**src/design/lexsym_pkg.sv**
```systemverilog
// shared types, token codes and operator tables of the lexer
`timescale 1ns / 1ps
package lexsym_pkg;

    typedef enum logic [3:0] {
        M_IDLE, M_IDENT, M_DEC, M_ZERO, M_OCT, M_HEX, M_STR, M_CHR,
        M_SLASH, M_CMT, M_OP
    } mode_t;

    typedef enum logic [2:0] {
        S_IDLE, S_EVAL, S_LK_HREQ, S_LK_HCMP, S_LK_BREQ, S_LK_BCMP, S_EMIT
    } state_t;

    typedef struct packed {
        logic latch_in;
        logic commit_eval;
        logic lk_long;
        logic lk_start;
        logic lk_rd_hash;
        logic lk_next_i;
        logic lk_clr_j;
        logic lk_rd_name;
        logic lk_next_j;
        logic lk_hit;
        logic lk_miss;
        logic emit_step;
    } cmd_t;

    typedef struct packed {
        logic ident_flush;
        logic too_long;
        logic eval_emits;
        logic i_at_count;
        logic hash_match;
        logic j_at_len;
        logic byte_match;
        logic holds_empty;
    } status_t;

    typedef struct packed {
        logic [5:0]  kind;
        logic [31:0] value;
        logic [31:0] hash;
        logic [23:0] length;
        logic [23:0] start;
        logic [23:0] line;
        logic [7:0]  index;
        logic        is_new;
    } tok_t;

    localparam logic [5:0] K_END     = 6'd0;
    localparam logic [5:0] K_IDENT   = 6'd1;
    localparam logic [5:0] K_NUMBER  = 6'd2;
    localparam logic [5:0] K_STRING  = 6'd3;
    localparam logic [5:0] K_DIVIDE  = 6'd4;
    localparam logic [5:0] K_ASSIGN  = 6'd5;
    localparam logic [5:0] K_EQ      = 6'd6;
    localparam logic [5:0] K_PLUS    = 6'd7;
    localparam logic [5:0] K_INC     = 6'd8;
    localparam logic [5:0] K_MINUS   = 6'd9;
    localparam logic [5:0] K_DEC     = 6'd10;
    localparam logic [5:0] K_NOT     = 6'd11;
    localparam logic [5:0] K_NE      = 6'd12;
    localparam logic [5:0] K_LT      = 6'd13;
    localparam logic [5:0] K_LE      = 6'd14;
    localparam logic [5:0] K_SHL     = 6'd15;
    localparam logic [5:0] K_GT      = 6'd16;
    localparam logic [5:0] K_GE      = 6'd17;
    localparam logic [5:0] K_SHR     = 6'd18;
    localparam logic [5:0] K_AND     = 6'd19;
    localparam logic [5:0] K_LAND    = 6'd20;
    localparam logic [5:0] K_OR      = 6'd21;
    localparam logic [5:0] K_LOR     = 6'd22;
    localparam logic [5:0] K_XOR     = 6'd23;
    localparam logic [5:0] K_STAR    = 6'd24;
    localparam logic [5:0] K_PERCENT = 6'd25;
    localparam logic [5:0] K_QUEST   = 6'd26;
    localparam logic [5:0] K_LBRACK  = 6'd27;
    localparam logic [5:0] K_RBRACK  = 6'd28;
    localparam logic [5:0] K_LBRACE  = 6'd29;
    localparam logic [5:0] K_RBRACE  = 6'd30;
    localparam logic [5:0] K_LPAREN  = 6'd31;
    localparam logic [5:0] K_RPAREN  = 6'd32;
    localparam logic [5:0] K_SEMI    = 6'd33;
    localparam logic [5:0] K_COMMA   = 6'd34;
    localparam logic [5:0] K_COLON   = 6'd35;
    localparam logic [5:0] K_BAD     = 6'd36;
    localparam logic [5:0] K_FULL    = 6'd37;
    localparam logic [5:0] K_LONG    = 6'd38;

    localparam logic [23:0] SAT24 = 24'hFFFFFF;

    function automatic logic [5:0] single_op(input logic [7:0] c);
        case (c)
            "=":     return K_ASSIGN;
            "+":     return K_PLUS;
            "-":     return K_MINUS;
            "!":     return K_NOT;
            "<":     return K_LT;
            ">":     return K_GT;
            "&":     return K_AND;
            "|":     return K_OR;
            default: return K_END;
        endcase
    endfunction

    function automatic logic [5:0] double_op(input logic [7:0] f, input logic [7:0] c);
        case (f)
            "=":     return (c == "=") ? K_EQ : K_END;
            "+":     return (c == "+") ? K_INC : K_END;
            "-":     return (c == "-") ? K_DEC : K_END;
            "!":     return (c == "=") ? K_NE : K_END;
            "<":     return (c == "=") ? K_LE : ((c == "<") ? K_SHL : K_END);
            ">":     return (c == "=") ? K_GE : ((c == ">") ? K_SHR : K_END);
            "&":     return (c == "&") ? K_LAND : K_END;
            "|":     return (c == "|") ? K_LOR : K_END;
            default: return K_END;
        endcase
    endfunction

    function automatic logic [5:0] punct_kind(input logic [7:0] c);
        case (c)
            "^":     return K_XOR;
            "*":     return K_STAR;
            "%":     return K_PERCENT;
            "?":     return K_QUEST;
            "[":     return K_LBRACK;
            "]":     return K_RBRACK;
            "{":     return K_LBRACE;
            "}":     return K_RBRACE;
            "(":     return K_LPAREN;
            ")":     return K_RPAREN;
            ";":     return K_SEMI;
            ",":     return K_COMMA;
            ":":     return K_COLON;
            default: return K_BAD;
        endcase
    endfunction

endpackage

```
**src/design/lexsym_ctrl.sv**
```systemverilog
// sequencer: byte intake, symbol lookup walk and result emission
`timescale 1ns / 1ps
module lexsym_ctrl (
    input  logic               clk,
    input  logic               rst_n,
    input  logic               in_valid,
    output logic               in_ready,
    input  lexsym_pkg::status_t st,
    output lexsym_pkg::cmd_t    cmd
);
    import lexsym_pkg::*;

    state_t state_reg, state_next;

    always_ff @(posedge clk or negedge rst_n)
    begin
        if (!rst_n)
        begin
            state_reg <= S_IDLE;
        end
        else
        begin
            state_reg <= state_next;
        end
    end

    always_comb
    begin
        state_next = state_reg;
        cmd        = '0;
        in_ready   = 1'b0;
        case (state_reg)
            S_IDLE:
            begin
                in_ready = 1'b1;
                if (in_valid)
                begin
                    cmd.latch_in = 1'b1;
                    state_next   = S_EVAL;
                end
            end
            S_EVAL:
            begin
                if (st.ident_flush)
                begin
                    if (st.too_long)
                    begin
                        cmd.lk_long = 1'b1;
                    end
                    else
                    begin
                        cmd.lk_start = 1'b1;
                        state_next   = S_LK_HREQ;
                    end
                end
                else
                begin
                    cmd.commit_eval = 1'b1;
                    state_next      = st.eval_emits ? S_EMIT : S_IDLE;
                end
            end
            S_LK_HREQ:
            begin
                if (st.i_at_count)
                begin
                    cmd.lk_miss = 1'b1;
                    state_next  = S_EVAL;
                end
                else
                begin
                    cmd.lk_rd_hash = 1'b1;
                    state_next     = S_LK_HCMP;
                end
            end
            S_LK_HCMP:
            begin
                if (st.hash_match)
                begin
                    cmd.lk_clr_j = 1'b1;
                    state_next   = S_LK_BREQ;
                end
                else
                begin
                    cmd.lk_next_i = 1'b1;
                    state_next    = S_LK_HREQ;
                end
            end
            S_LK_BREQ:
            begin
                if (st.j_at_len)
                begin
                    cmd.lk_hit = 1'b1;
                    state_next = S_EVAL;
                end
                else
                begin
                    cmd.lk_rd_name = 1'b1;
                    state_next     = S_LK_BCMP;
                end
            end
            S_LK_BCMP:
            begin
                if (st.byte_match)
                begin
                    cmd.lk_next_j = 1'b1;
                    state_next    = S_LK_BREQ;
                end
                else
                begin
                    cmd.lk_next_i = 1'b1;
                    state_next    = S_LK_HREQ;
                end
            end
            S_EMIT:
            begin
                if (st.holds_empty)
                begin
                    state_next = S_IDLE;
                end
                else
                begin
                    cmd.emit_step = 1'b1;
                end
            end
            default:
            begin
                state_next = S_IDLE;
            end
        endcase
    end

endmodule

```
**config.mk**
```make
export PLATFORM = sky130hd
export DESIGN_NAME = lexsym_ctrl
export DESIGN_NICKNAME = d
export VERILOG_FILES = /design/src/design/lexsym_pkg.sv /design/src/design/lexsym_ctrl.sv
export SDC_FILE = /design/constraint.sdc
export NUM_CORES = 1
export LEC_CHECK = 0
export ABC_CLOCK_PERIOD_IN_PS = 2880
export BUFFER_PORTS_ARGS = -buffer_cell sky130_fd_sc_hd__buf_2
export CORE_AREA = 2 2 39 41
export DETAILED_ROUTE_END_ITERATION = 7
export DIE_AREA = 0 0 41 43
export SYNTH_ARGS = -nofsm -noshare
export SYNTH_HDL_FRONTEND = slang
export SYNTH_SLANG_ARGS = --single-unit
```
**constraint.sdc**
```tcl
create_clock -name clk -period 2.88 [get_ports clk]
set_input_delay 0.288 -clock clk [delete_from_list [all_inputs] [get_ports clk]]
set_output_delay 0.288 -clock clk [all_outputs]
set_load 0.02 [all_outputs]
```
======== Yosys cells after proc, flatten, opt, wreduce, memory -nomap -nowiden ========
Cells that the tools add are included.
cells by class
  equal/unequal tests ..................... 9
  muxes and demuxes ....................... 35
  reductions and logical operators ........ 2
operators by type and width
  kind                  count
  $mux W3               9
  $mux W1               22
  $pmux W3 S7           1
  $eq A3 B3 Y1 const B  3
  $eq A3 B2 Y1 const B  2
  $mux W2               2
  $ne A2 B2 Y1 const B  2
  $eq A3 B1 Y1 const B  1
  $logic_not A3 Y1      1
  $ne A3 B3 Y1 const B  1
  $reduce_and A3 Y1     1
  $pmux W1 S2           1
storage, ports and cells
  register bits after elaboration ......... 3
  input bits .............................. 11
  word-level logic and storage cells ...... 47

======== Logic depth before layout (Yosys ltp) ========
Gate-level depths: netlist of run 1.
  depth after elaboration ................. 3
  mapped depth ............................ 4
  mapped depth without buffers ............ 4

======== Least setup slack after synthesis of run 1 ========
No wires, ideal clock.
  path type ............................... register to output
  start ................................... register state_reg[1]
  end ..................................... output port cmd[8] (netlist name)
  arrival time ............................ 1.457 ns
  required time ........................... 2.592 ns
  slack ................................... 1.135 ns
  stages on the path, launching flop included .. 4
  buffers on the path ..................... 1
  cell sequence ........................... dfrtp_1 -> buf_6 -> nand2b_1 -> nor4b_1
RTL lines
  element                 line               source
  from (decl)             lexsym_ctrl.sv:13  state_t state_reg, state_next;
  from (signal assigned)  lexsym_ctrl.sv:23  state_reg <= state_next;
  to (decl)               lexsym_ctrl.sv:9   output lexsym_pkg::cmd_t cmd

==> results.json, run 1 <==
{
  "post-route-min-period_ps": 1770,
  "port_buffers": 23,
  "rsz0062_at_grt": "no",
  "worstSetupPathType": "reg -> out",
  "grtUsageTotal": 0.116,
  "h-tree-depth": 1,
  "synthArstFlopShare": 1.00,
  "clockPowerShare": 0.173,
  "firstDrtPassIters": 4,
  "busiest_layer": "met2",
  "crit_chain": "nand2b_1, nor4b_1, buf_2",
  "fin_setup_tns_ps": 0,
  "drive_gt1_frac": 0.463,
  "pwr-share-comb": 0.561,
  "grt_pass1_vias": 341,
  "tightestPinTransition_ps": 468,
  "swShare": 0.486,
  "synth_top_flop_cell": "dfrtp_1",
  "die-area_sq_um": 1760,
  "dpl.cell_count": 78,
  "start_util": 0.263,
  "cts_tree": "yes",
  "finalPower_uw": 419,
  "startpoint_type": "register",
  "rows": 14,
  "mostFrequentLayoutCell": "buf_2",
  "cts_sinks": 3,
  "clk_latency_ps": 230,
  "antenna_cells": 0,
  "nets": 79,
  "die_w_um": 41,
  "synth_area_per_cell_sq_um": 8.67,
  "hold_viol": 0,
  "cp-end-kind": "output pin",
  "die_y_um": 43,
  "path_max_fanout": 12,
  "p_seq_frac": 0.266,
  "drc_errors": 0,
  "post_cts_buffers": 0,
  "synth_edf_count": 0,
  "ys_warn_count": 0,
  "vdd_ir_drop_max_mv": 0.379,
  "maxCapViolCount": 0,
  "period_share": 0.615,
  "wirelength_um": 901,
  "cp_data_arrival_time_ps": 1480,
  "place_hpwl_um": 732,
  "outcome": "complete, no violations",
  "cts_made_buffers": 3,
  "cpPeakStageDelay_ps": 500,
  "wire_per_inst_um": 10.9,
  "leakage_nw": 0.272,
  "slew_violations": 0,
  "power_density_nw_per_um2": 819,
  "final_cells": 83,
  "hp-class": "in -> reg",
  "power.internal_uw": 216,
  "grt_pass1_wl_um": 1360,
  "syn_inst": 42,
  "clock-root-buffer": "clkbuf_4",
  "required_ps": 2590,
  "grt_use_met2": 0.163,
  "max-clock-path-buffers": 2,
  "use_met3": 0.0314,
  "fmaxAchievable_mhz": 565,
  "antenna_found_initial": 0,
  "p_sw_uw": 204,
  "ys_types": 28,
  "io_pins": 24,
  "largest_reg_flops": 3,
  "gr-total-overflow": 0,
  "area_delta_synth_final_pct": 40.5,
  "relSlewSlack": 0.688,
  "routed_via_density": 4.84,
  "gp_congestion": 0.646,
  "core_area_sq_um": 1380,
  "syn_nets": 53,
  "syn_area_sq_um": 364,
  "postRouteAntennaNets": 0,
  "fin_skew_ps": 0.435,
  "grt_max_degree": 18,
  "setup_violations": 0,
  "drt_iter0_drc": 5,
  "path_clk_slew_ps": 40,
  "fin_area_sq_um": 512,
  "synth-seq-cells": 3,
  "met1_usage": 0.146,
  "yosysSeqAreaShare": 0.206,
  "num_vias": 402,
  "placed_area_sq_um": 475,
  "crit_path_top_delay_cell": "dfrtp_1",
  "layout_common_cells": "buf_2 (23), nor2_1 (4)"
}
metal layers:
metal	wire length, um	up-vias
met5	0	-
met4	0	0
met3	74	0
met2	441	15
met1	385	177
li1	-	210
kinds of logic after synthesis:
group,Yosys count,synth area share
AO/OA/AOI/OAI,11,0.289
buffers and inverters,5,0.0859
flip-flops,3,0.206
AND/OR/NAND/NOR,23,0.419
cell type report:
type | count | area, sq um
tap | 16 | 20.0
inverter | 2 | 7.51
multi-input combinational | 34 | 258
clock buffer | 4 | 26.3
sequential | 3 | 75.1
fill | 153 | 872
timing repair buffer | 24 | 125
synthesized netlist by cell type, drive strengths merged (2+ instances only):
| master | count | area share |
|---|---|---|
| inv | 2 | 0.021 |
| nand2b | 3 | 0.052 |
| nand2 | 3 | 0.031 |
| nor3 | 3 | 0.041 |
| dfrtp | 3 | 0.21 |
| o221ai | 2 | 0.048 |
| nor4b | 3 | 0.11 |
| o21ai | 3 | 0.041 |
| nor2 | 4 | 0.041 |
| buf | 3 | 0.065 |
what timing repair did:
action	in CTS	in global routing
resized for setup	0	0
hold buffers	1	0
endpoints found under the hold margin	3	0
power by group through the flow:
stage	Sequential (mW)	Clock, mW	Combinational, mW
after CTS	0.111	0.0777	0.239
final	0.111	0.0727	0.235
after detailed placement	0.111	0	0.238
after floorplan	0.0713	0	0.229
after global placement	0.111	0	0.236
after global routing	0.117	0.0828	0.261
per-stage QoR:
step	utilization	setup slack, ps	hold WS (ps)
after global placement	0.344	1370	87.0
final	0.370	1110	335
after global routing	0.370	975	346
after detailed placement	0.344	1360	86.7
after floorplan	-	1140	-7.59
after CTS	0.370	1110	329
worst paths after layout:
| check | from | to | slack, ps | depth (start not counted) |
|---|---|---|---|---|
| max in group asynchronous | rst_n | state_reg[2]$_DFFE_PN0P_ | 2400 | 2 |
| min in group asynchronous | rst_n | state_reg[0]$_DFFE_PN0P_ | 380 | 2 |
| min reg2reg | state_reg[0]$_DFFE_PN0P_ | state_reg[2]$_DFFE_PN0P_ | 750 | 1 |
| min | in_valid | state_reg[0]$_DFFE_PN0P_ | 330 | 3 |
| max reg2reg | state_reg[0]$_DFFE_PN0P_ | state_reg[2]$_DFFE_PN0P_ | 1520 | 4 |
| max | state_reg[1]$_DFFE_PN0P_ | cmd[8] | 1110 | 3 |
critical path, delay by kind of cell, from the launching register on:
family                 cells  cell delay, ps
AND/OR/NAND/NOR            2             540
buffers and inverters      1             210
flip-flops                 1             500
No activity file was read; power rests on OpenSTA's default activity.
==> inputs of run 2 (changes only) <==
--- a/config.mk
+++ b/config.mk
@@ -5,7 +5,7 @@
 export SDC_FILE = /design/constraint.sdc
 export NUM_CORES = 1
 export LEC_CHECK = 0
-export ABC_CLOCK_PERIOD_IN_PS = 2880
+export ABC_CLOCK_PERIOD_IN_PS = 1640
 export BUFFER_PORTS_ARGS = -buffer_cell sky130_fd_sc_hd__buf_2
 export CORE_AREA = 2 2 39 41
 export DETAILED_ROUTE_END_ITERATION = 7
==> constraint.sdc (replaced) <==
create_clock -name clk -period 1.64 [get_ports clk]
set_input_delay 0.164 -clock clk [delete_from_list [all_inputs] [get_ports clk]]
set_output_delay 0.164 -clock clk [all_outputs]
set_load 0.02 [all_outputs]
==> results.json, run 2 (synthesized netlist as in run 1, its figures left out) <==
{
  "vdd_ir_drop_max_mv": 0.685,
  "fin_setup_tns_ps": 0,
  "hold_ws_ps": 214,
  "crit_chain": "nand2b_1, o32ai_4, buf_2",
  "clock-root-buffer": "clkbuf_4",
  "slew_violations": 0,
  "grt_max_degree": 18,
  "place_hpwl_um": 732,
  "port_buffers": 23,
  "antenna_cells": 0,
  "core_area_sq_um": 1380,
  "rsz0062_at_grt": "no",
  "worstSetupPathType": "reg -> out",
  "tightestPinTransition_ps": 272,
  "required_ps": 1480,
  "max-clock-path-buffers": 2,
  "maxCapViolCount": 0,
  "mostFrequentLayoutCell": "buf_2",
  "path_max_fanout": 17,
  "outcome": "complete, no violations",
  "die_w_um": 41,
  "cpPeakStageDelay_ps": 500,
  "setup_violations": 0,
  "postRouteAntennaNets": 0,
  "h-tree-depth": 1,
  "start_util": 0.263,
  "cp_top_family": "flip-flops",
  "grt_pass1_wl_um": 1360,
  "rows": 14,
  "gr-total-overflow": 0,
  "period_share": 0.944,
  "cts_tree": "yes",
  "num_vias": 404,
  "largest_reg_flops": 3,
  "hold_viol": 0,
  "grtUsageTotal": 0.116,
  "leakage_nw": 0.270,
  "die_y_um": 43,
  "area_delta_synth_final_pct": 44.0,
  "nets": 79,
  "gp_congestion": 0.646,
  "hp-class": "in -> reg",
  "fin_skew_ps": 0.433,
  "path_clk_slew_ps": 40,
  "firstDrtPassIters": 4,
  "post_cts_buffers": 0,
  "cp-end-kind": "output pin",
  "routed_via_density": 4.87,
  "crit_path_top_delay_cell": "dfrtp_2",
  "drc_errors": 0,
  "startpoint_type": "register",
  "wire_per_inst_um": 11.0,
  "wirelength_um": 909,
  "cp_data_arrival_time_ps": 1380,
  "io_pins": 24,
  "relSlewSlack": 0.818,
  "power_density_nw_per_um2": 1440,
  "grt_pass1_vias": 341,
  "drt_iter0_drc": 5,
  "clk_latency_ps": 230,
  "fmaxAchievable_mhz": 646,
  "layout_common_cells": "buf_2 (23), nor2_1 (4)",
  "drive_gt1_frac": 0.537,
  "die-area_sq_um": 1760,
  "antenna_found_initial": 0,
  "cts_made_buffers": 3,
  "cts_sinks": 3,
  "post-route-min-period_ps": 1550,
  "crit_buf_inv": 1
}
## run 2: worst register-to-register path, delay by kind of cell (launching register included)
family	cells	cell delay, ps
flip-flops	1	500
AO/OA/AOI/OAI	2	420
buffers and inverters	1	80
AND/OR/NAND/NOR	1	160
## run 2: final timing paths
path	startpoint	endpoint	slack [ps]	cells after the start
min in group asynchronous	rst_n	state_reg[0]$_DFFE_PN0P_	250	2
worst max-delay path	state_reg[2]$_DFFE_PN0P_	cmd[6]	90	3
worst min-delay path	in_valid	state_reg[0]$_DFFE_PN0P_	210	3
worst max register to register	state_reg[2]$_DFFE_PN0P_	state_reg[2]$_DFFE_PN0P_	360	4
worst min register to register	state_reg[0]$_DFFE_PN0P_	state_reg[2]$_DFFE_PN0P_	660	1
max in group asynchronous	rst_n	state_reg[2]$_DFFE_PN0P_	1270	2
## run 2: cell type report
| type | count | area (sq um) |
|---|---|---|
| inverters | 2 | 7.51 |
| flip-flops and latches | 3 | 78.8 |
| multi-input cells | 34 | 267 |
| well taps | 16 | 20.0 |
| clock buffers | 4 | 26.3 |
| repair buffers | 24 | 125 |
| fillers | 152 | 860 |
## run 2: where the power goes
part | leakage, nW | internal, mW | total [mW] | switching, mW
combinational | 0.220 | 0.191 | 0.421 | 0.230
sequential | 0.0346 | 0.108 | 0.206 | 0.0974
clock | 0.0150 | 0.0911 | 0.128 | 0.0366
total | 0.270 | 0.390 | 0.754 | 0.364
## run 2: stage by stage
stage               std cells  utilization  instance area [sq um]  setup slack, ps  power (mW)
CTS                        83        0.372                    514             22.3       0.755
global route               83        0.379                    524             10.6       0.829
floorplan                  42            -                    364             19.2       0.527
detailed placement         78        0.344                    475              244       0.613
global placement           78        0.344                    475              257       0.610
finish                     83        0.379                    524             91.9       0.754
## run 2: timing repair
action / CTS / global route
setup endpoints to repair: 2 / 2
endpoints found under the hold margin: 3 / 0
hold buffers: 1 / 0
cloned: 0 / 0
gates resized for setup: 2 / 3
## run 2: per-layer routing
layer	part of all wire	vias to the layer above	track usage
met1	0.43	179	0.146
met2	0.49	15	0.163
met5	0	-	0
met4	0	0	0.0800
met3	0.081	0	0.0314
li1	-	210	-
==> inputs of run 3 (changes only) <==
--- a/config.mk
+++ b/config.mk
@@ -10,6 +10,7 @@
 export CORE_AREA = 2 2 39 41
 export DETAILED_ROUTE_END_ITERATION = 7
 export DIE_AREA = 0 0 41 43
+export GPL_TIMING_DRIVEN = 0
 export SYNTH_ARGS = -nofsm -noshare
 export SYNTH_HDL_FRONTEND = slang
 export SYNTH_SLANG_ARGS = --single-unit
==> results.json, run 3 (synthesized netlist as in run 1, its figures left out) <==
{
  "num_vias": 427,
  "drt_iter0_drc": 6,
  "setup_violations": 0,
  "gr-total-overflow": 0,
  "maxCapViolCount": 0,
  "core_area_sq_um": 1380,
  "grt_pass1_vias": 400,
  "postRouteAntennaNets": 0,
  "cts_made_buffers": 3,
  "clk_latency_ps": 230,
  "port_buffers": 23,
  "die_w_um": 41,
  "place_hpwl_um": 772,
  "cp_data_arrival_time_ps": 1380,
  "die-area_sq_um": 1760,
  "vdd_ir_drop_max_mv": 0.561,
  "cp-end-kind": "output pin",
  "worstSetupPathType": "reg -> out",
  "preCtsSetupSlack_ps": 284,
  "fmaxAchievable_mhz": 646,
  "antenna_found_initial": 0,
  "rows": 14,
  "mostFrequentLayoutCell": "buf_2",
  "drc_errors": 0,
  "required_ps": 1480,
  "finalPower_uw": 823,
  "grtUsageTotal": 0.127,
  "cts_tree": "yes",
  "post-route-min-period_ps": 1550,
  "path_clk_slew_ps": 30,
  "die_y_um": 43,
  "grt_pass1_wl_um": 1520,
  "worstSetupStartpoint": "state_reg[0]$_DFFE_PN0P_",
  "wire_per_inst_um": 11.6,
  "drive_gt1_frac": 0.529,
  "max-clock-path-buffers": 2,
  "antenna_cells": 0,
  "cts_sinks": 3,
  "layout_common_cells": "buf_2 (22), nor2_1 (4)",
  "gp_congestion": 0.665,
  "setup_ws_ps": 91.3,
  "start_util": 0.263,
  "fin_skew_ps": 2.14,
  "firstDrtPassIters": 3,
  "wirelength_um": 996,
  "grt_max_degree": 11,
  "startpoint_type": "register",
  "tightestPinTransition_ps": 260,
  "hp-class": "in -> reg",
  "outcome": "complete, no violations",
  "path_max_fanout": 10,
  "slew_violations": 0,
  "hold_viol": 0,
  "post_cts_buffers": 0,
  "leakage_nw": 0.294,
  "r2r_start": "state_reg[0]$_DFFE_PN0P_",
  "n_fill_cell": 148,
  "io_pins": 24,
  "period_share": 0.944,
  "area_delta_synth_final_pct": 53.6,
  "clock-root-buffer": "clkbuf_4",
  "nets": 82,
  "largest_reg_flops": 3,
  "relSlewSlack": 0.827,
  "routed_via_density": 4.97,
  "power_density_nw_per_um2": 1470,
  "h-tree-depth": 1,
  "min-delay-start": "in_valid"
}
[run 3: cell count changes in the layout (fill, tap and decap cells not counted), sizes merged]
cell | previous run | this run
buf | 23 | 26
[run 3: final timing paths]
path / end / slack (ps) / cells after the start
min in group asynchronous: state_reg[1]$_DFFE_PN0P_ / 260 / 2
hold reg to reg: state_reg[2]$_DFFE_PN0P_ / 720 / 2
setup reg to reg: state_reg[1]$_DFFE_PN0P_ / 380 / 4
hold / removal: state_reg[0]$_DFFE_PN0P_ / 240 / 3
max in group asynchronous: state_reg[2]$_DFFE_PN0P_ / 1280 / 2
setup / recovery: cmd[7] / 90 / 4
[run 3: report_power, final]
part | switching (mW) | internal (mW)
sequential | 0.0307 | 0.103
combinational | 0.321 | 0.240
clock | 0.0372 | 0.0911
total | 0.389 | 0.434
[run 3: per-stage QoR]
stage / hold slack, ps / instance area [sq um] / utilization / std cells / TNS, ps
final: 240 / 559 / 0.404 / 86 / 0
after global routing: 248 / 559 / 0.404 / 86 / -7.71
after CTS: 228 / 536 / 0.387 / 86 / 0
after detailed placement: -38.2 / 499 / 0.361 / 81 / 0
after global placement: -38.6 / 499 / 0.361 / 81 / 0
after floorplan: -132 / 364 / - / 42 / 0
[run 3: area by class of cell]
class | instances | area (sq um) | area share
Timing Repair Buffer | 24 | 130 | 0.233
Multi-Input combinational cell | 34 | 277 | 0.494
Tap cell | 16 | 20.0 | 0.0358
Inverter | 2 | 7.51 | 0.0134
Buffer | 3 | 23.8 | 0.0425
Sequential cell | 3 | 75.1 | 0.134
Clock buffer | 4 | 26.3 | 0.0470
[run 3: what timing repair did]
item / 4_1_cts / 5_1_grt
endpoints found under the setup margin: 0 / 2
gates resized for setup: 0 / 6
endpoints found under the hold margin: 3 / 0
hold buffers: 1 / 0
[run 3: layer usage]
metal | track usage | share of wire
met5 | 0 | 0
met1 | 0.140 | 0.38
met3 | 0.0314 | 0.084
met2 | 0.203 | 0.54
met4 | 0.0800 | 0
[run 3: critical path, stage by stage, from the launching register on]
cell	delay, ps
dfrtp_1	380
buf_4	190
nand2b_1	230
nor3_1	160
buf_2	190
